## src/rtl/core/bfa_pkg.sv

```systemverilog
// ----------------------------------------------------------------------------
// Bitmap frame allocator package
// Shared widths, reset values, request and status codes, and register indexes.
// ----------------------------------------------------------------------------
package bfa_pkg;

    localparam int ADDR_W      = 32;
    localparam int COUNT_W     = 13;
    localparam int STATUS_W    = 2;
    localparam int PADDR_W     = 3;
    localparam int PDATA_W     = 32;

    localparam int FRAME_BYTES   = 4096;
    localparam int FRAME_SHIFT   = $clog2(FRAME_BYTES);
    localparam int FRAME_NUM_W   = ADDR_W - FRAME_SHIFT;
    localparam int MAP_WORD_BITS = 32;

    localparam logic [ADDR_W-1:0]  RESET_BASE_ADDRESS  = 32'h0020_0000;
    localparam int                 RESET_WINDOW_FRAMES = 3584;

    typedef logic [STATUS_W-1:0] status_t;

    localparam status_t ST_OK      = 2'd0;
    localparam status_t ST_NONE    = 2'd1;
    localparam status_t ST_BADADDR = 2'd2;
    localparam status_t ST_DOUBLE  = 2'd3;

    localparam logic REQ_ALLOC = 1'b0;
    localparam logic REQ_FREE  = 1'b1;

    localparam logic CFG_BASE_ADDRESS  = 1'b0;
    localparam logic CFG_WINDOW_FRAMES = 1'b1;

endpackage

```

## src/rtl/core/bfa_req_if.sv

```systemverilog
// ----------------------------------------------------------------------------
// Allocator request channel
// Carries one allocate or free request item with a valid/ready handshake.
// ----------------------------------------------------------------------------
interface bfa_req_if
    import bfa_pkg::*;
();

    logic              valid;
    logic              ready;
    logic              req_type;
    logic [ADDR_W-1:0] frame_address;

    modport source (
        output valid,
        output req_type,
        output frame_address,
        input  ready
    );

    modport sink (
        input  valid,
        input  req_type,
        input  frame_address,
        output ready
    );

endinterface

```

## src/rtl/core/bfa_rsp_if.sv

```systemverilog
// ----------------------------------------------------------------------------
// Allocator response channel
// Carries one result item with status, granted address and free frame count.
// ----------------------------------------------------------------------------
interface bfa_rsp_if
    import bfa_pkg::*;
();

    logic               valid;
    logic               ready;
    status_t            status;
    logic [ADDR_W-1:0]  granted_address;
    logic [COUNT_W-1:0] free_count;

    modport source (
        output valid,
        output status,
        output granted_address,
        output free_count,
        input  ready
    );

    modport sink (
        input  valid,
        input  status,
        input  granted_address,
        input  free_count,
        output ready
    );

endinterface

```

## src/rtl/core/bfa_map_ram.sv

```systemverilog
// ----------------------------------------------------------------------------
// Bitmap word memory
// Synchronous memory of bitmap words with one read and one write port, a
// registered read word, and a valid bit per row so that a clear takes effect at
// once. A row that has not been written since the last clear reads as zero.
// ----------------------------------------------------------------------------
module bfa_map_ram #(
    parameter int DEPTH = 128,
    parameter int WIDTH = 32,
    parameter int IDX_W = 7
) (
    input  logic             clk,
    input  logic             rst_n,
    input  logic             clear,
    input  logic             rd_en,
    input  logic [IDX_W-1:0] rd_addr,
    output logic [WIDTH-1:0] rd_word,
    input  logic             wr_en,
    input  logic [IDX_W-1:0] wr_addr,
    input  logic [WIDTH-1:0] wr_data
);

    logic [WIDTH-1:0] mem [DEPTH];
    logic [DEPTH-1:0] row_vld_reg;
    logic [WIDTH-1:0] rd_data_reg;
    logic             rd_vld_reg;

    always_ff @(posedge clk)
    begin
        if (wr_en)
        begin
            mem[wr_addr] <= wr_data;
        end
        if (rd_en)
        begin
            rd_data_reg <= mem[rd_addr];
        end
    end

    always_ff @(posedge clk or negedge rst_n)
    begin
        if (!rst_n)
        begin
            row_vld_reg <= '0;
            rd_vld_reg  <= 1'b0;
        end
        else
        begin
            if (clear)
            begin
                row_vld_reg <= '0;
            end
            else if (wr_en)
            begin
                row_vld_reg[wr_addr] <= 1'b1;
            end
            if (rd_en)
            begin
                rd_vld_reg <= row_vld_reg[rd_addr];
            end
        end
    end

    assign rd_word = rd_vld_reg ? rd_data_reg : '0;

endmodule

```

## src/rtl/core/bitmap_frame_allocator.sv

```systemverilog
// ----------------------------------------------------------------------------
// Bitmap frame allocator
// Keeps one used bit per page frame in a word-wide bitmap memory. An allocate
// item takes the lowest free frame and returns its byte address; a free item
// checks range, alignment and used state before releasing the frame.
//
//   Channel  Role    Handshake         Contents
//   req      sink    valid/ready       req_type, frame_address
//   rsp      source  valid/ready       status, granted_address, free_count
//   APB      slave   psel/penable      window base (0x0), window size (0x4)
//
// A free item is checked in S_FCHK, against its bitmap word if in range. An
// allocate item reads word 0 when accepted, then further words one at a time
// through the single read port in S_SCAN until a word with a clear bit or the
// last word, and sets the bit in S_ADEC. A configuration write clears the
// whole bitmap at once and holds off new items while the free count reloads.
// A result waits in the output register while the next item is accepted; a
// stalled result holds the finishing item until the output register frees.
// ----------------------------------------------------------------------------
module bitmap_frame_allocator
    import bfa_pkg::*;
#(
    parameter int MAX_FRAMES    = 4096
) (
    input  logic               clk,
    input  logic               rst_n,
    bfa_req_if.sink            req,
    bfa_rsp_if.source          rsp,
    input  logic               psel,
    input  logic               penable,
    input  logic               pwrite,
    input  logic [PADDR_W-1:0] paddr,
    input  logic [PDATA_W-1:0] pwdata,
    output logic [PDATA_W-1:0] prdata,
    output logic               pready
);

    localparam int MAP_WORDS  = (MAX_FRAMES + MAP_WORD_BITS - 1) / MAP_WORD_BITS;
    localparam int WORD_IDX_W = (MAP_WORDS > 1) ? $clog2(MAP_WORDS) : 1;
    localparam int BIT_IDX_W  = $clog2(MAP_WORD_BITS);
    localparam int LIM_W      = FRAME_NUM_W + 1;

    localparam logic [COUNT_W-1:0] RESET_USABLE =
        COUNT_W'((RESET_WINDOW_FRAMES > MAX_FRAMES) ? MAX_FRAMES : RESET_WINDOW_FRAMES);
    localparam logic [LIM_W-1:0]      MAX_LIM   = LIM_W'(MAX_FRAMES);
    localparam logic [WORD_IDX_W-1:0] LAST_WORD = WORD_IDX_W'(MAP_WORDS - 1);

    localparam logic [1:0] S_IDLE = 2'd0;
    localparam logic [1:0] S_SCAN = 2'd1;
    localparam logic [1:0] S_ADEC = 2'd2;
    localparam logic [1:0] S_FCHK = 2'd3;

    logic [1:0]             state_reg, state_next;
    logic                   restart_reg;
    logic [ADDR_W-1:0]      base_reg;
    logic [COUNT_W-1:0]     fc_reg;
    logic [COUNT_W-1:0]     usable_reg;
    logic [COUNT_W-1:0]     free_total_reg, free_total_next;
    logic [WORD_IDX_W-1:0]  chk_idx_reg, chk_idx_next;
    logic [FRAME_NUM_W-1:0] frame_idx_reg, frame_idx_next;
    logic                   bad_reg, bad_next;

    logic                   out_vld_reg, out_vld_next;
    status_t                out_status_reg, out_status_next;
    logic [ADDR_W-1:0]      out_granted_reg, out_granted_next;
    logic [COUNT_W-1:0]     out_free_reg, out_free_next;

    logic                   cfg_wr;
    logic [LIM_W-1:0]       fit_lim;
    logic [LIM_W-1:0]       usable_lim;

    logic                   accept;
    logic                   slot_free;
    logic                   out_load;
    logic [ADDR_W-1:0]      req_off;
    logic [FRAME_NUM_W-1:0] req_frame;
    logic                   req_bad;

    logic                     rd_en;
    logic [WORD_IDX_W-1:0]    rd_addr;
    logic [MAP_WORD_BITS-1:0] rd_word;
    logic                     wr_en;
    logic [WORD_IDX_W-1:0]    wr_addr;
    logic [MAP_WORD_BITS-1:0] wr_data;

    logic                     word_full;
    logic                     scan_stop;
    logic [BIT_IDX_W-1:0]     zb_idx;
    logic [FRAME_NUM_W-1:0]   alloc_frame;
    logic                     alloc_ok;
    logic [BIT_IDX_W-1:0]     free_bit;
    logic [WORD_IDX_W-1:0]    free_word;
    logic [MAP_WORD_BITS-1:0] free_mask;

    // Configuration port.
    assign pready = 1'b1;
    assign cfg_wr = psel && penable && pwrite;
    assign prdata = (paddr[2] == CFG_WINDOW_FRAMES) ? PDATA_W'(fc_reg) : base_reg;

    // Frames that fit: the window size, capped by the built capacity and by
    // the address space left above base_address.
    always_comb
    begin
        fit_lim    = {1'b0, ~base_reg[ADDR_W-1:FRAME_SHIFT]} + LIM_W'(1);
        usable_lim = LIM_W'(fc_reg);
        if (MAX_LIM < usable_lim)
        begin
            usable_lim = MAX_LIM;
        end
        if (fit_lim < usable_lim)
        begin
            usable_lim = fit_lim;
        end
    end

    // Request decode for a free item.
    assign req_off   = req.frame_address - base_reg;
    assign req_frame = req_off[ADDR_W-1:FRAME_SHIFT];
    assign req_bad   = (req.frame_address < base_reg)
                    || (req_off[FRAME_SHIFT-1:0] != '0)
                    || (req_frame >= FRAME_NUM_W'(usable_reg));

    assign req.ready = (state_reg == S_IDLE) && !restart_reg;
    assign accept    = req.valid && req.ready;
    assign slot_free = !out_vld_reg || rsp.ready;

    // Scan of the word that has just been read.
    always_comb
    begin
        zb_idx = '0;
        for (int i = MAP_WORD_BITS - 1; i >= 0; i--)
        begin
            if (!rd_word[i])
            begin
                zb_idx = BIT_IDX_W'(i);
            end
        end
    end

    assign word_full   = &rd_word;
    assign scan_stop   = !word_full || (chk_idx_reg == LAST_WORD);
    assign alloc_frame = FRAME_NUM_W'({chk_idx_reg, zb_idx});
    assign alloc_ok    = !word_full && (alloc_frame < FRAME_NUM_W'(usable_reg));

    assign free_bit  = frame_idx_reg[BIT_IDX_W-1:0];
    assign free_word = frame_idx_reg[BIT_IDX_W +: WORD_IDX_W];
    assign free_mask = MAP_WORD_BITS'(1) << free_bit;

    always_comb
    begin
        state_next       = state_reg;
        chk_idx_next     = chk_idx_reg;
        frame_idx_next   = frame_idx_reg;
        bad_next         = bad_reg;
        free_total_next  = free_total_reg;
        out_load         = 1'b0;
        out_status_next  = out_status_reg;
        out_granted_next = out_granted_reg;
        out_free_next    = out_free_reg;
        rd_en            = 1'b0;
        rd_addr          = chk_idx_reg + WORD_IDX_W'(1);
        wr_en            = 1'b0;
        wr_addr          = chk_idx_reg;
        wr_data          = rd_word | (MAP_WORD_BITS'(1) << zb_idx);

        unique case (state_reg)
            S_IDLE:
            begin
                if (restart_reg)
                begin
                    free_total_next = COUNT_W'(usable_lim);
                end
                else if (accept)
                begin
                    if (req.req_type == REQ_ALLOC)
                    begin
                        rd_en        = 1'b1;
                        rd_addr      = '0;
                        chk_idx_next = '0;
                        state_next   = S_SCAN;
                    end
                    else
                    begin
                        rd_en          = !req_bad;
                        rd_addr        = req_frame[BIT_IDX_W +: WORD_IDX_W];
                        frame_idx_next = req_frame;
                        bad_next       = req_bad;
                        state_next     = S_FCHK;
                    end
                end
            end
            S_SCAN:
            begin
                if (scan_stop)
                begin
                    state_next = S_ADEC;
                end
                else
                begin
                    rd_en        = 1'b1;
                    chk_idx_next = chk_idx_reg + WORD_IDX_W'(1);
                end
            end
            S_ADEC:
            begin
                if (slot_free)
                begin
                    out_load   = 1'b1;
                    state_next = S_IDLE;
                    if (alloc_ok)
                    begin
                        wr_en = 1'b1;
                        if (free_total_reg != '0)
                        begin
                            free_total_next = free_total_reg - COUNT_W'(1);
                        end
                        out_status_next  = ST_OK;
                        out_granted_next = base_reg + {alloc_frame, {FRAME_SHIFT{1'b0}}};
                    end
                    else
                    begin
                        out_status_next  = ST_NONE;
                        out_granted_next = '0;
                    end
                    out_free_next = free_total_next;
                end
            end
            S_FCHK:
            begin
                if (slot_free)
                begin
                    out_load         = 1'b1;
                    state_next       = S_IDLE;
                    out_granted_next = '0;
                    wr_addr          = free_word;
                    wr_data          = rd_word & ~free_mask;
                    priority if (bad_reg)
                    begin
                        out_status_next = ST_BADADDR;
                    end
                    else if (!rd_word[free_bit])
                    begin
                        out_status_next = ST_DOUBLE;
                    end
                    else
                    begin
                        wr_en           = 1'b1;
                        free_total_next = free_total_reg + COUNT_W'(1);
                        out_status_next = ST_OK;
                    end
                    out_free_next = free_total_next;
                end
            end
            default:
            begin
                state_next = S_IDLE;
            end
        endcase
    end

    always_comb
    begin
        if (out_load)
        begin
            out_vld_next = 1'b1;
        end
        else if (rsp.ready)
        begin
            out_vld_next = 1'b0;
        end
        else
        begin
            out_vld_next = out_vld_reg;
        end
    end

    always_ff @(posedge clk or negedge rst_n)
    begin
        if (!rst_n)
        begin
            state_reg      <= S_IDLE;
            restart_reg    <= 1'b0;
            base_reg       <= RESET_BASE_ADDRESS;
            fc_reg         <= COUNT_W'(RESET_WINDOW_FRAMES);
            usable_reg     <= RESET_USABLE;
            free_total_reg <= RESET_USABLE;
            out_vld_reg    <= 1'b0;
        end
        else
        begin
            state_reg      <= state_next;
            free_total_reg <= free_total_next;
            out_vld_reg    <= out_vld_next;
            restart_reg    <= cfg_wr;
            if (restart_reg)
            begin
                usable_reg <= COUNT_W'(usable_lim);
            end
            if (cfg_wr)
            begin
                if (paddr[2] == CFG_BASE_ADDRESS)
                begin
                    base_reg <= pwdata;
                end
                else
                begin
                    fc_reg <= pwdata[COUNT_W-1:0];
                end
            end
        end
    end

    always_ff @(posedge clk)
    begin
        chk_idx_reg     <= chk_idx_next;
        frame_idx_reg   <= frame_idx_next;
        bad_reg         <= bad_next;
        out_status_reg  <= out_status_next;
        out_granted_reg <= out_granted_next;
        out_free_reg    <= out_free_next;
    end

    bfa_map_ram #(
        .DEPTH (MAP_WORDS),
        .WIDTH (MAP_WORD_BITS),
        .IDX_W (WORD_IDX_W)
    ) u_map_ram (
        .clk     (clk),
        .rst_n   (rst_n),
        .clear   (cfg_wr),
        .rd_en   (rd_en),
        .rd_addr (rd_addr),
        .rd_word (rd_word),
        .wr_en   (wr_en),
        .wr_addr (wr_addr),
        .wr_data (wr_data)
    );

    assign rsp.valid           = out_vld_reg;
    assign rsp.status          = out_status_reg;
    assign rsp.granted_address = out_granted_reg;
    assign rsp.free_count      = out_free_reg;

endmodule

```

## src/flat_wrapper.sv

```systemverilog
// flat-port wrapper written by rule: the top's interface ports become plain ports
module bitmap_frame_allocator_flat import bfa_pkg::*;
#(
    parameter int MAX_FRAMES    = 4096
)
  (clk, rst_n, psel, penable, pwrite, paddr, pwdata, prdata, pready, req_valid, req_req_type, req_frame_address, req_ready, rsp_valid, rsp_status, rsp_granted_address, rsp_free_count, rsp_ready);
  bfa_req_if req_i ();
  bfa_rsp_if rsp_i ();
  input  logic clk;
  input  logic rst_n;
  input  logic psel;
  input  logic penable;
  input  logic pwrite;
  input  logic [PADDR_W-1:0] paddr;
  input  logic [PDATA_W-1:0] pwdata;
  output logic [PDATA_W-1:0] prdata;
  output logic pready;
  input wire logic [$bits(req_i.valid)-1:0] req_valid;
  input wire logic [$bits(req_i.req_type)-1:0] req_req_type;
  input wire logic [$bits(req_i.frame_address)-1:0] req_frame_address;
  output wire logic [$bits(req_i.ready)-1:0] req_ready;
  output wire logic [$bits(rsp_i.valid)-1:0] rsp_valid;
  output wire logic [$bits(rsp_i.status)-1:0] rsp_status;
  output wire logic [$bits(rsp_i.granted_address)-1:0] rsp_granted_address;
  output wire logic [$bits(rsp_i.free_count)-1:0] rsp_free_count;
  input wire logic [$bits(rsp_i.ready)-1:0] rsp_ready;
  assign req_i.valid = req_valid;
  assign req_i.req_type = req_req_type;
  assign req_i.frame_address = req_frame_address;
  assign req_ready = req_i.ready;
  assign rsp_valid = rsp_i.valid;
  assign rsp_status = rsp_i.status;
  assign rsp_granted_address = rsp_i.granted_address;
  assign rsp_free_count = rsp_i.free_count;
  assign rsp_i.ready = rsp_ready;
  bitmap_frame_allocator #(.MAX_FRAMES(MAX_FRAMES)) u_core (.clk(clk), .rst_n(rst_n), .req(req_i), .rsp(rsp_i), .psel(psel), .penable(penable), .pwrite(pwrite), .paddr(paddr), .pwdata(pwdata), .prdata(prdata), .pready(pready));
endmodule
```

## config.mk

```make
export PLATFORM = sky130hd
export DESIGN_NAME = bitmap_frame_allocator_flat
export DESIGN_NICKNAME = d
export VERILOG_FILES = /design/src/rtl/core/bfa_pkg.sv /design/src/rtl/core/bfa_req_if.sv /design/src/rtl/core/bfa_rsp_if.sv /design/src/rtl/core/bfa_map_ram.sv /design/src/rtl/core/bitmap_frame_allocator.sv /design/src/flat_wrapper.sv
export SDC_FILE = /design/constraint.sdc
export NUM_CORES = 2
export LEC_CHECK = 0
export BUFFER_PORTS_ARGS = -buffer_cell sky130_fd_sc_hd__clkbuf_2
export CAP_MARGIN = 20
export CORE_UTILIZATION = 55
export DETAILED_ROUTE_END_ITERATION = 10
export PLACE_DENSITY = 0.71
export SYNTH_ARGS = -nofsm -noshare
export SYNTH_HDL_FRONTEND = slang
export SYNTH_SLANG_ARGS = --single-unit
```

## constraint.sdc

```tcl
create_clock -name clk -period 9.7 [get_ports clk]
set_clock_uncertainty 0.2 [all_clocks]
set_input_delay 0.485 -clock clk [delete_from_list [all_inputs] [get_ports clk]]
set_output_delay 0.485 -clock clk [all_outputs]
set_load 0.02 [all_outputs]
```

Yosys cells after proc, flatten, opt, wreduce, memory -nomap -nowiden
Memory sizes are Yosys's and may differ from the RTL's. A register that Yosys moved wholly into a read port is not among the register bits.
Index checks and enable logic that the tools add are counted.
{"block": "op_classes", "n_reduce_logical": 31, "bitwise_logic": 7, "eq_ne": 13, "shifts": 2, "add_sub_neg": 6, "order_cmp": 9, "n_mux": 99}
{"op": "$mux 128", "count": 2}
{"op": "$mux 32", "count": 7}
{"op": "$mux 5", "count": 32}
{"op": "$or 128x128->128", "count": 1}
{"op": "$mux 13", "count": 9}
{"op": "$mux 7", "count": 10}
{"op": "$pmux 32 s2", "count": 1}
{"op": "$shl 1x5->32 const A", "count": 2}
{"op": "$pmux 13 s3", "count": 1}
{"op": "$add 32x24->32", "count": 1}
{"op": "$and 32x32->32", "count": 1}
{"op": "$lt 32x32->1", "count": 1}
{"op": "$not 32->32", "count": 1}
{"op": "$or 32x32->32", "count": 1}
{"op": "$reduce_and 32->1", "count": 1}
{"op": "$sub 32x32->32", "count": 1}
{"op": "$pmux 13 s2", "count": 1}
{"op": "$add 20x1->21 const B", "count": 1}
{"op": "$lt 21x13->1", "count": 1}
{"op": "$ge 20x13->1", "count": 1}
{"op": "$not 20->20", "count": 1}
{"op": "$mux 1", "count": 19}
{"op": "$mux 2", "count": 9}
{"op": "$lt 7x8->1 const B", "count": 2}
{"op": "other kinds (33)", "count": 60}
{"block": "totals", "register_bits": 271, "elab_cells": 183, "memories": 1, "mem_bits_rw": 4096, "in_bits": 75, "output_inout_bits": 82}
{"name": "u_core.u_map_ram.mem", "words": 128, "width": 32, "read_ports": 1, "rd_ports_with_merged_regs": 1, "write_ports": 1, "line_no": "bfa_map_ram.sv:23", "source": "logic [WIDTH-1:0] mem [DEPTH];"}

Longest topological paths before layout
{"block": "logic_depth", "word_depth": 40, "depth_mapped": 25, "depth_no_buf": 25}

Cells and area by module
Synthesis repeated with hierarchy kept, for this count alone.
{"block": "hier_totals", "hier_cells": 8215, "hier_area_um2": 174103.2}
{"mod": "bfa_map_ram", "area_each_um2": 162600.9, "n_inst": 1, "cells_each": 6886, "seq_area_each_um2": 127187.0}
{"mod": "bitmap_frame_allocator", "area_each_um2": 11502.3, "n_inst": 1, "cells_each": 1329, "seq_area_each_um2": 3901.2}

Least setup slack after synthesis
No wires, ideal clock.
{"block": "synth_timing", "kind": "register to register", "start": "register u_core.u_map_ram.rd_data_reg[30], read port of u_core.u_map_ram.mem", "end": "memory u_core.u_map_ram.mem[0][1] (data pin)", "t_required_ns": 8.302, "arrival_time_ns": 6.886, "path_stages_with_launch": 12, "path_slack_ns": 1.416, "setup_ns": 1.198, "cell_sequence": "edfxtp_1 nand2_1 a41oi_1 o211ai_1 a311oi_1 nor4_1 o21ba_1 o21a_1 buf_2 nor3_1 nand2_1 o21ai_0"}
{"block": "synth_between", "elab_chain_cells": 36}
{"element": "start, declared", "line_no": "bfa_map_ram.sv:25", "source": "logic [WIDTH-1:0] rd_data_reg;"}
{"element": "$mux 32 (*)", "line_no": "bfa_map_ram.sv:64", "source": "assign rd_word = rd_vld_reg ? rd_data_reg : '0;"}
{"element": "$mux 5 (*) (31 in series)", "line_no": "bitmap_frame_allocator.sv:133", "source": "if (!rd_word[i])"}
{"element": "$shl 1x5->32 (*)", "line_no": "bitmap_frame_allocator.sv:164", "source": "wr_data = rd_word | (MAP_WORD_BITS'(1) << zb_idx);"}
{"element": "$or 32x32->32 (*)", "line_no": "bitmap_frame_allocator.sv:164"}
{"element": "$mux 32", "line_no": "bitmap_frame_allocator.sv:230", "source": "if (slot_free)"}
{"element": "$mux 32 (*)", "line_no": "bitmap_frame_allocator.sv:166", "source": "unique case (state_reg)"}
{"element": "via u_core.u_map_ram.wr_data[1]", "line_no": "bfa_map_ram.sv:20", "source": "input logic [WIDTH-1:0] wr_data"}
{"element": "end, declared", "line_no": "bfa_map_ram.sv:23"}
Mark *: on every way through the listed nets, which the timed path passes. The rest lies on a longest branch.

Final worst setup path
{"block": "layout_timing", "start": "register u_core.base_reg[0]", "end": "register u_core.u_map_ram.rd_data_reg[11], read port of u_core.u_map_ram.mem (data pin)"}
{"block": "layout_between", "elab_chain_cells": 9, "elab_cells_between_ends": 15, "cone_classes": "add/sub: 1; order compare: 2; mux: 8; reduce/logical: 4"}
{"element": "start, declared", "line_no": "bitmap_frame_allocator.sv:55", "source": "logic [ADDR_W-1:0] base_reg;"}
{"element": "start signal, assigned", "line_no": "bitmap_frame_allocator.sv:303", "source": "base_reg <= pwdata;"}
{"element": "parallel branches: the longest is 9 deep, another holds $sub 32x32->32"}
Several ways; the timed one is not identified.
A chain may end at the register's enable or synchronous reset.

==> run summary <==
Status - finished, final reports clean
Tcrit/Tclk final - 73.16%
Synth Flop Type - edfxtp_1
Critical path's slowest cell - nand2b_4
Post-CTS Setup Repair Bufs - 0
Mapped Nets - 10.21k
Final hold vios - 0
Synth Area in Adders - 0.6118%
Post-Synth XOR/XNOR Area - 0.3507%
I/O Pins - 157
Die Wd - 569.8 um
Post-synthesis instance total - 10.05k
H-tree levels - 5
Dpl hpwl - 280.9 mm
Fin Setup TNS - 0 ns
Post-Place Cell Area - 185400 um^2
Chip Height - 569.8 um
Most common cell after layout, fill and taps aside - edfxtp_1
Pwr Density - 282.7 nW/um^2
1st-iter DRT viols - 14.04k
Core Region - 320900 um^2
Fin. max-slew vios - 0
Library cells used by synthesis - 97
Largest register FFs - 4096
Worst EP required - 10.19 ns
Clk Latency, worst-skew pair - 1.01 ns
Crit Path Class - register to register
Asr flop ratio synth - 4.637%
Area of the mapped netlist - 177300 um^2
TritonRoute pass-1 iters - 6
Fill cells - 22.04k
Total track usage - 30.84%
Clk slew on worst S/H paths - 0.06 ns
F_max - 140.9 MHz
Vias per cell - 6.651
FF-to-FF path depth - 16
Sequential share of the synthesized area - 73.93%
Initial core utilization - 55.26%
Pleak - 64.94 nW
Reg2Reg Capture Point - u_core.u_map_ram.rd_data_reg[11]
GP Congestion - 0.9577
Largest family of logic cells by synthesized area - multiplexers
Share of layout cells above drive strength 1 - 22.69%
Critical Path Source - u_core.base_reg[0]
PnR worst setup slack - 2.603 ns
GRT overflow - 0
Crit. End Element - register
Vias in the first global route - 99.29k
RSZ-0062 raised after global routing - no
TritonCTS Buffers - 427
Cells along the critical path - ha_1 -> fa_1 -> nor2b_1 -> o31a_1 -> o21ai_0 -> a21oi_1 -> o31ai_1 -> nand2b_4 -> buf_4 -> o21ai_4 -> buf_4 -> a21oi_1 -> nor3_1 -> o21ai_0 -> nand3_1 -> a32oi_1
Average wire per standard cell - 33.33 um
Dpl cells - 14.27k
Synthesized flop and latch total - 4399
Sink Count - 4399
Relative slew slack - 12.94%
Final Setup Violations - 0
Synth warn - 0
CP startpoint kind - register
Via count - 100.5k
Register-to-register setup slack - 2.60 ns
Worst R2R Start - u_core.base_reg[0]
Post-synth EDFFs - 4195
Worst Hold Class - primary input to register
CTS tree - yes
Root buf cell - clkbuf_16
Final design instance area without fill - 199500 um^2
Port bufs - 153
Fin nets - 10.60k
Post-route ant nets - 0
Row cnt - 208
Synth Area in Simple Gates - 6.115%
Crit Path Max Fanout - 32
Crit-path max cell delay - 0.88 ns
Synth Area per Inst - 17.64 um^2
Commonest cells after routing, fill and taps aside - 4195 x edfxtp_1, 1133 x nand2_1, 838 x mux4_2
IR drop worst, VDD - 238.1 uV
Critical Path Sink - u_core.u_map_ram.rd_data_reg[11]
Mux cell area share after synthesis - 12.87%
Largest net degree at the start of global routing - 131
Pre-CTS setup slack - 2.760 ns
Post-Route WL - 503.7 mm
Min Tclk post-route - 7.097 ns
Die Area - 324700 um^2
First-pass GRT wire length - 709.0 mm
Worst Tran Pin Value - 1.306 ns
Worst endpoint data arrival time - 7.59 ns
P&R area growth vs syn - 12.51%
Buffer levels on the longest clock path - 4
Max-cap violation count - 0
Initial antenna violation count - 23
Layout Utilization - 62.17%
DRC viols - 0
Compound-Gate Fraction of Synth Area - 4.331%
Final Non-Filler Cells - 15.11k
## report_power, final
| part | leakage, nW | internal [mW] | switching [mW] |
|---|---|---|---|
| Combinational | 17.5 | 5.18 | 11.5 |
| Sequential | 40.9 | 23.3 | 0.338 |
| Clock | 6.57 | 9.01 | 7.07 |
| Total | 64.9 | 37.5 | 18.9 |
## critical path, delay by kind of cell (launching register included)
kind	cells	cell delay, ns
compound gates	8	3.07
simple gates	4	1.65
flops	1	0.49
buf+inv	2	0.89
fa+ha+maj	2	0.45
## cell families after synthesis
family,after synthesis
and+or+nand+nor,2387
DFF,4399
adders and majority gates,86
xor gates and xnor gates,71
AOI/OAI and AO/OA,1205
muxes,1202
other,1
buffers and inverters,703
## worst min path at each step
stage                     cells past startpoint                               end                             start
final                                         4             u_core.chk_idx_reg[6]                      req_req_type
after global routing                          3               u_core.base_reg[14]                        pwdata[14]
after CTS                                     4             u_core.chk_idx_reg[6]                      req_req_type
after detailed placement                      2  u_core.u_map_ram.row_vld_reg[74]  u_core.u_map_ram.row_vld_reg[74]
after global placement                        2  u_core.u_map_ram.row_vld_reg[44]  u_core.u_map_ram.row_vld_reg[44]
after floorplan                               0                u_core.base_reg[0]                             rst_n
## metrics by stage
| step | power, mW | hold slack [ns] |
|---|---|---|
| finish | 56.39 | 0.06938 |
| global route | 57.91 | 0.09344 |
| CTS | 56.17 | 0.003949 |
| detailed placement | 40.26 | 0.2657 |
| global placement | 39.86 | 0.2551 |
| floorplan | 34.37 | -0.01059 |
## cells in the mapped netlist (7+ instances only)
library cell / instances / area share, %
edfxtp_1: 4195 / 71
nand2_1: 1135 / 2.4
mux4_2: 838 / 11
a21oi_1: 400 / 1.1
nor2_1: 309 / 0.65
o21ai_0: 277 / 0.78
clkbuf_1: 273 / 0.58
nand3_1: 261 / 0.74
buf_2: 242 / 0.68
mux2_2: 239 / 1.5
nor3_1: 229 / 0.65
dfrtp_1: 194 / 2.7
nor4_1: 166 / 0.59
mux2i_1: 125 / 0.71
nor2b_1: 115 / 0.41
a221oi_1: 96 / 0.47
inv_1: 95 / 0.20
ha_1: 81 / 0.57
a32oi_1: 69 / 0.34
xnor2_1: 54 / 0.27
o22ai_1: 51 / 0.18
nand4_1: 46 / 0.16
o211ai_1: 43 / 0.18
buf_1: 40 / 0.085
buf_4: 38 / 0.16
a221o_1: 35 / 0.20
a21o_1: 26 / 0.11
o21a_1: 26 / 0.11
a31oi_1: 25 / 0.088
and3_1: 22 / 0.078
o21ai_2: 22 / 0.11
nand2b_1: 21 / 0.074
o21ai_1: 20 / 0.056
xor2_1: 17 / 0.084
o31ai_1: 15 / 0.064
a211oi_1: 14 / 0.059
nor4b_1: 13 / 0.064
buf_6: 12 / 0.076
and2_1: 10 / 0.035
dfstp_2: 10 / 0.15
or3_1: 10 / 0.035
or4_1: 10 / 0.042
or2_2: 9 / 0.032
nor3b_1: 7 / 0.030
o31a_1: 7 / 0.035
## per-layer routing
metal	up-vias	track usage, %	wire length (um)
met1	52075	41.57	186500
met2	6309	46.88	228700
met3	1128	8.560	61730
li1	40971	-	-
met4	16	14.62	26630
met5	-	0	98
## what timing repair did
item,in CTS,in global routing
hold endpoints to repair,160,0
gates resized for setup,0,0
hold buffers,45,0
## area by class of cell
cell class	count	area (um^2)	share of cell area [%]
inverter	98	371.6	0.1863
tap	4305	5386	2.700
timing repair buffer	561	4583	2.297
antenna	17	42.54	0.02132
sequential	4399	131100	65.71
clock buffer	535	11280	5.653
multi-input combinational	4952	44590	22.35
clock inverter	244	2152	1.079
Note: power is estimated with default switching activity, not from simulation.
